**config.mk**
```make
export PLATFORM = sky130hd
export DESIGN_NAME = acm_front
export DESIGN_NICKNAME = d
export VERILOG_FILES = /design/src/rtl/acm_pkg.sv /design/src/rtl/acm_front.sv
export VERILOG_INCLUDE_DIRS = /design/src /design/src/rtl
export SDC_FILE = /design/constraint.sdc
export NUM_CORES = 1
export LEC_CHECK = 0
export ABC_AREA = 1
export BUFFER_PORTS_ARGS = -buffer_cell sky130_fd_sc_hd__buf_2
export CORE_ASPECT_RATIO = 0.75
export CORE_MARGIN = 4
export CORE_UTILIZATION = 53
export DETAILED_ROUTE_END_ITERATION = 7
export PLACE_DENSITY = 0.82
export SLEW_MARGIN = 20
export SYNTH_ARGS = -nofsm -noshare
export SYNTH_HDL_FRONTEND = slang
export SYNTH_SLANG_ARGS = --single-unit
export TNS_END_PERCENT = 10
```
**constraint.sdc**
```tcl
create_clock -name i_clk -period 2.97 [get_ports i_clk]
set_input_delay 0.594 -clock i_clk [delete_from_list [all_inputs] [get_ports i_clk]]
set_output_delay 0.594 -clock i_clk [all_outputs]
set_load 0.05 [all_outputs]
```
**src/rtl/aho_corasick_matcher_defines.svh**
```systemverilog
// Assertion macros shared by the matcher's RTL files.
`ifndef AHO_CORASICK_MATCHER_DEFINES_SVH
`define AHO_CORASICK_MATCHER_DEFINES_SVH
`ifndef SYNTHESIS
`define ACM_ASSERT(lbl, prop) \
    lbl: assert property (@(posedge i_clk) disable iff (!i_rst_n) prop) \
        else $error("acm assertion failed");
`define ACM_ASSERT_NEXT(lbl, ante, cons) \
    lbl: assert property (@(posedge i_clk) disable iff (!i_rst_n) (ante) |=> (cons)) \
        else $error("acm assertion failed");
`else
`define ACM_ASSERT(lbl, prop)
`define ACM_ASSERT_NEXT(lbl, ante, cons)
`endif
`endif

```
**src/rtl/acm_pkg.sv**
```systemverilog
// Types, constants and state codes of the multi-pattern matcher.
package acm_pkg;
    localparam int MAX_NODES       = 256;
    localparam int ALPHABET        = 128;
    localparam int MAX_PATTERNS    = 256;
    localparam int MAX_PATTERN_LEN = 32;
    localparam int POS_W           = 32;
    localparam int RES_CAP         = 32;
    localparam int QDEPTH          = 2;

    localparam int NODE_W   = $clog2(MAX_NODES);
    localparam int CNT_W    = $clog2(MAX_NODES + 1);
    localparam int PCNT_W   = $clog2(MAX_PATTERNS + 1);
    localparam int LEN_W    = $clog2(MAX_PATTERN_LEN + 1);
    localparam int ASYM_W   = $clog2(ALPHABET);
    localparam int CHILD_AW = NODE_W + ASYM_W;
    localparam int CHILD_D  = MAX_NODES * ALPHABET;
    localparam int RES_W    = $clog2(RES_CAP);
    localparam int QPTR_W   = $clog2(QDEPTH);
    localparam int QCNT_W   = $clog2(QDEPTH + 1);

    localparam logic [1:0] ST_OK      = 2'd0;
    localparam logic [1:0] ST_FULL    = 2'd1;
    localparam logic [1:0] ST_LONG    = 2'd2;
    localparam logic [1:0] ST_UNBUILT = 2'd3;

    typedef enum logic [1:0] {
        OP_ADD   = 2'd0,
        OP_BUILD = 2'd1,
        OP_SCAN  = 2'd2,
        OP_CLEAR = 2'd3
    } t_op;

    typedef struct packed {
        logic [1:0] action;
        logic [6:0] symbol;
        logic       last;
    } t_in_item;

    typedef struct packed {
        logic [1:0]  status;
        logic        match_found;
        logic [7:0]  pattern_id;
        logic [31:0] start_pos;
        logic [31:0] end_pos;
        logic        last_result;
    } t_out_item;

    typedef struct packed {
        t_op               op;
        logic [ASYM_W-1:0] symbol;
        logic              last;
    } t_cmd;

    typedef enum logic [4:0] {
        S_WIPE, S_IDLE,
        S_INS_RD, S_INS_CHK, S_INS_END,
        S_BLD_RD, S_BLD_CHK, S_BLD_G, S_BLD_GCHK, S_BLD_F, S_BLD_W, S_BLD_END,
        S_SCN_CH, S_SCN_CHK, S_SCN_F, S_SCN_N, S_SCN_N2, S_SCN_E, S_SCN_E2,
        S_CLR_RD, S_CLR_WR, S_CLR_END,
        S_EMIT
    } t_bstate;
endpackage

```
**src/rtl/acm_front.sv**
```systemverilog
// Front end: accepts input transactions, decodes the action and queues commands.
`include "aho_corasick_matcher_defines.svh"
module acm_front import acm_pkg::*; (
    input  logic     i_clk,
    input  logic     i_rst_n,
    input  logic     i_in_valid,
    input  t_in_item i_in_item,
    output logic     o_in_stall,
    output logic     o_cmd_valid,
    output t_cmd     o_cmd,
    input  logic     i_cmd_pop
);
    t_cmd              r_q [QDEPTH];
    logic [QPTR_W-1:0] r_wp, n_wp, r_rp, n_rp;
    logic [QCNT_W-1:0] r_cnt, n_cnt;
    logic              push;
    t_cmd              cmd_in;

    assign o_in_stall  = !i_rst_n || (r_cnt == QCNT_W'(QDEPTH));
    assign push        = i_in_valid && !o_in_stall;
    assign o_cmd_valid = (r_cnt != '0);
    assign o_cmd       = r_q[r_rp];

    always_comb begin
        cmd_in.symbol = i_in_item.symbol[ASYM_W-1:0];
        cmd_in.last   = i_in_item.last;
        cmd_in.op     = t_op'(i_in_item.action);
        n_wp  = r_wp;
        n_rp  = r_rp;
        n_cnt = r_cnt;
        if (push) begin
            n_wp = (r_wp == QPTR_W'(QDEPTH - 1)) ? '0 : r_wp + 1'b1;
        end
        if (i_cmd_pop) begin
            n_rp = (r_rp == QPTR_W'(QDEPTH - 1)) ? '0 : r_rp + 1'b1;
        end
        if (push && !i_cmd_pop) begin
            n_cnt = r_cnt + 1'b1;
        end else if (!push && i_cmd_pop) begin
            n_cnt = r_cnt - 1'b1;
        end
    end

    always_ff @(posedge i_clk) begin
        if (!i_rst_n) begin
            r_wp  <= '0;
            r_rp  <= '0;
            r_cnt <= '0;
        end else begin
            r_wp  <= n_wp;
            r_rp  <= n_rp;
            r_cnt <= n_cnt;
        end
    end

    always_ff @(posedge i_clk) begin
        if (push) begin
            r_q[r_wp] <= cmd_in;
        end
    end

    `ACM_ASSERT(a_pop_nonempty, i_cmd_pop |-> r_cnt != '0)
endmodule

```
# --- Word-level counts from Yosys, hierarchy flattened ---
# Memories as Yosys holds them, arrays and structs flattened. A register that Yosys moved wholly into a read port is not among the register bits.
# Cells that the tools add are included.
op_classes:
  addsub: 4
  mul: 0
  div: 0
  magnitude_cmp: 0
  eq_ne: 1
  shift: 0
  n_mux: 8
  bitwise: 0
  n_reduce_logical: 10
op_table:
  columns: ["cell", "n"]
  rows:
  - ["1-bit 2-to-1 mux", 6]
  - ["1-bit logical NOT", 4]
  - ["2-bit 2-to-1 mux", 2]
  - ["2-bit nonzero test", 2]
  - ["1-bit logical AND", 3]
  - ["1-bit adder, second input constant", 2]
  - ["2-bit by 1-bit adder with 2-bit output, second input constant", 1]
  - ["2-bit equality test, second input constant", 1]
  - ["2-bit by 1-bit subtractor with 2-bit output, second input constant", 1]
  - ["1-bit logical OR", 1]
totals:
  regBits: 4
  latchBits: 0
  mem_bits_rw: 20
  romBits: 0
  in_bits: 14
  output_inout_bits: 12
  wordCells: 27
  n_memories: 1
memory_table:
  columns: ["memory", "words", "width", "rd", "rd_ports_with_merged_regs", "wr", "line_no", "rtl"]
  rows:
  - ["r_q", 2, 10, 1, 1, 1, "acm_front.sv:13", "t_cmd r_q [QDEPTH];"]

# --- Logic depth before layout (Yosys ltp) ---
depth:
  depth_word: 8
  depth_mapped: 11
  mapped_depth_nobuf: 11

# --- Least setup slack after synthesis ---
# OpenSTA, ideal clock, no wires.
synth_timing:
  kind: "input to output"
  from: "input port i_rst_n"
  to: "output port o_in_stall"
  t_arrival_ns: 0.926
  required_time_ns: 2.376
  setup_slack_ns: 1.450
  stages: 1
  n_path_buf: 0
  path_cell_list: "nand2_1"
synth_via:
  elab_chain_cells: 2
synth_lines:
  columns: ["item", "line_no", "rtl"]
  rows:
  - ["start, declared", "acm_front.sv:5", "input logic i_rst_n,"]
  - ["1-bit logical NOT", null, null]
  - ["1-bit logical OR", "acm_front.sv:19", "assign o_in_stall = !i_rst_n || (r_cnt == QCNT_W'(QDEPTH));"]
  - ["end, declared", "acm_front.sv:8", "output logic o_in_stall,"]
# Every way passes these cells.

==> metrics.md <==
| Metric | Value |
|---|---|
| Outcome | `completed` |
| Total gr overflow | `0` |
| Proportion of netlist area held by the largest area contributor | `0.614` |
| Initial antenna violation count | `0` |
| CP arrival | `1.52 ns` |
| Post-synthesis sequential area ratio | `0.716` |
| Worst hold path type | `in -> reg` |
| RSZ-0062 raised after global routing | `false` |
| Clock buffer depth | `2` |
| H-tree depth | `1` |
| P_int | `0.488 mW` |
| CP endpoint kind | `output pin` |
| Critical path's slowest cell | `dfxtp_1` |
| Max incr delay on CP | `0.61 ns` |
| Met3 wire len | `118 um` |
| Clock power frac | `0.207` |
| First-pass GRT wire length | `between 2000 and 3000 um` |
| Synth Net Count | `85` |
| Max FO, Critical Path | `10` |
| Synth Warn # | `0` |
| Overall via count from detail_route | `593` |
| Root Buffer | `clkbuf_4` |
| Leakage | `just under 0.5 nW` |
| Worst skew pair latency | `approximately 0.3 ns` |
| Leading area contributor after synthesis | `edfxtp_1` |
| Synth unique cells | `15` |
| M1 WL | `635 um` |
| DIE HEIGHT | `45.2 um` |
| Vias in the first global route | `586` |
| Crit path max-delay family | `flip-flops` |
| Combinational Power Share | `0.192` |
| Final wirelength | `around 1600 um` |
| Tcrit/Tclk final | `0.712` |
| Standard-cell rows | `13` |
| F_max | `473 MHz` |
| Critical Path, Cell by Cell | `mux2_2, buf_2` |
| Met2 Wirelength | `between 800 and 900 um` |
| I/O Pins | `26` |
| DIE WIDTH | `57.6 um` |
| Crit path time final | `~2.1 ns` |
| PostCTS Resize Cnt | `0` |
| CTS tree | `yes` |
| Synth Register Bits | `25` |
| Setup TNS | `0 ns` |
| # Max-Cap Violations | `0` |
| Worst Path Required | `2.38 ns` |
| Startpoint type of the worst setup path | `flip-flop` |
| Post-CTS Setup Bufs | `0` |
| Layout area overhead | `17.1%` |
| FILL cells | `approximately 130` |
| DP Wirelength | `1220 um` |
| Skew final | `~0.006 ns` |
| Top sig layer | `met4` |
| Mapped Area | `978 um2` |
| Worst VDD drop | `between 0.2 and 0.3 mV` |
| Relative slew slack | `0.470` |
| Hold Fails Final Rpt | `0` |
| Post-Syn Instances | `70` |
| Slew Viols, Final | `0` |
| Final core utilization | `0.659` |
| DRC errors left | `0` |
| Sw power | `roughly 0.19 mW` |
| Worst Tran Pin Value | `~0.79 ns` |
| Worst path bufs/invs | `1` |
| Die area | `between 2000 and 3000 um2` |
| CP Class | `reg -> out` |
| Synth area leaders | `edfxtp_1, mux2_2, dfxtp_1` |
| CTS Hold Bufs | `0` |
| Starting Density | `0.562` |
| Final setup violation count | `0` |
| Num Clock Sinks | `25` |
| Post-DR wirelength/cell | `13.1 um` |
| Antenna cells | `0` |
| Total Routing Usage GR | `0.138` |
| Placer Congestion | `0.795` |
| Share of cells above drive strength 1 | `0.418` |
| Avg Vias per Cell | `around 5` |
| Post-DRT Antenna Nets | `0` |
| Pin count of the biggest net entering global routing | `14` |
| Sequential Power Share | `0.600` |
| Port-buffer cells | `25` |
| Num CTS Buffers | `3` |
| Nets | `between 100 and 150` |
| Violation count after the first detailed-route iteration | `6` |
| Pwr Density | `roughly 600 nW/um2` |
| Mean Syn Cell Area | `14.0 um2` |
| Total core area | `1740 um2` |
| Switching Fraction | `0.282` |
| TritonRoute pass-1 iters | `4` |
| Clock slew at the register clock pins of the worst setup and hold paths | `0.12 ns` |
-- Yosys cell counts --
master    count
nand2_1      10
a21oi_1       1
nor2_1        6
nand4_1       2
nand2_2       1
o21ai_0       1
nand3_2       1
edfxtp_1     20
buf_6         1
mux2_2       10
inv_1         9
dfxtp_1       5
inv_2         1
nand3_1       1
ha_1          1
-- sequential cells by signal, indices dropped and copies added (netlist names), named ones only --
signal	cells
r_q	20
r_cnt	2
r_rp	1
r_wp	1
-- kinds of logic (layout without fill, tap and decap cells) --
logic type,count (synthesis),after routing,synth area share
flops,25,25,0.716
compound gates,2,2,0.0102
fa+ha+maj,1,1,0.0128
buf+inv,11,39,0.0499
mux,10,10,0.115
simple gates,21,21,0.0959
-- cell type report --
class	count	area (um2)	share of cell area
timing repair buffer	25	125	0.109
tap	22	27.5	0.0240
sequential	25	701	0.611
inverter	10	37.5	0.0328
clock buffer	4	26.3	0.0229
multi-input combinational	34	229	0.200
-- per-stage QoR --
step / hold WS (ns) / setup slack (ns) / cells / power, mW / area (um2)
5_1_grt: 0.445 / 0.770 / 120 / 0.714 / 1150
3_5_place_dp: 0.494 / 1.11 / 116 / 0.547 / 1120
6_report: 0.467 / 0.854 / 120 / 0.680 / 1150
2_1_floorplan: 0.463 / 1.45 / 70 / 0.513 / 978
3_3_place_gp: 0.476 / 1.18 / 116 / 0.541 / 1120
4_1_cts: 0.455 / 0.825 / 120 / 0.688 / 1150
-- worst reg2reg max path, cell delays in order (launching register included) --
cell	delay (ns)
dfxtp_1	0.37
inv_2	0.07
nand2_2	0.09
nand3_2	0.09
nor2_1	0.62
-- power by group through the flow --
stage          Sequential, mW  Clock, mW  Combinational (mW)
2_1_floorplan           0.411          0               0.103
3_3_place_gp            0.415          0               0.126
3_5_place_dp            0.416          0               0.131
4_1_cts                 0.408      0.149               0.132
5_1_grt                 0.410      0.164               0.141
6_report                0.408      0.141               0.131
-- layout by cell type (no fill, tap or decap), types with 2 or more instances in the layout --
| master | n |
|---|---|
| buf_2 | 25 |
| clkbuf_4 | 3 |
| dfxtp_1 | 5 |
| edfxtp_1 | 20 |
| inv_1 | 9 |
| mux2_2 | 10 |
| nand2_1 | 10 |
| nand4_1 | 2 |
| nor2_1 | 6 |
-- routing by layer --
layer / track usage / vias up
met5: 0 / -
met3: 0.0629 / 2
li1: - / 296
met2: 0.245 / 21
met1: 0.148 / 274
met4: 0.0417 / 0
-- final timing paths --
path | slack [ns] | cells after the start | startpoint | endpoint
max | 0.85 | 2 | flip-flop | o_cmd[6]
min reg2reg | 0.51 | 2 | r_rp | flip-flop
min | 0.47 | 1 | i_in_item[3] | r_q[1][3]
max reg2reg | 1.38 | 4 | r_cnt[0] | r_q[0][4]
Note: power is estimated with default switching activity, not from simulation.
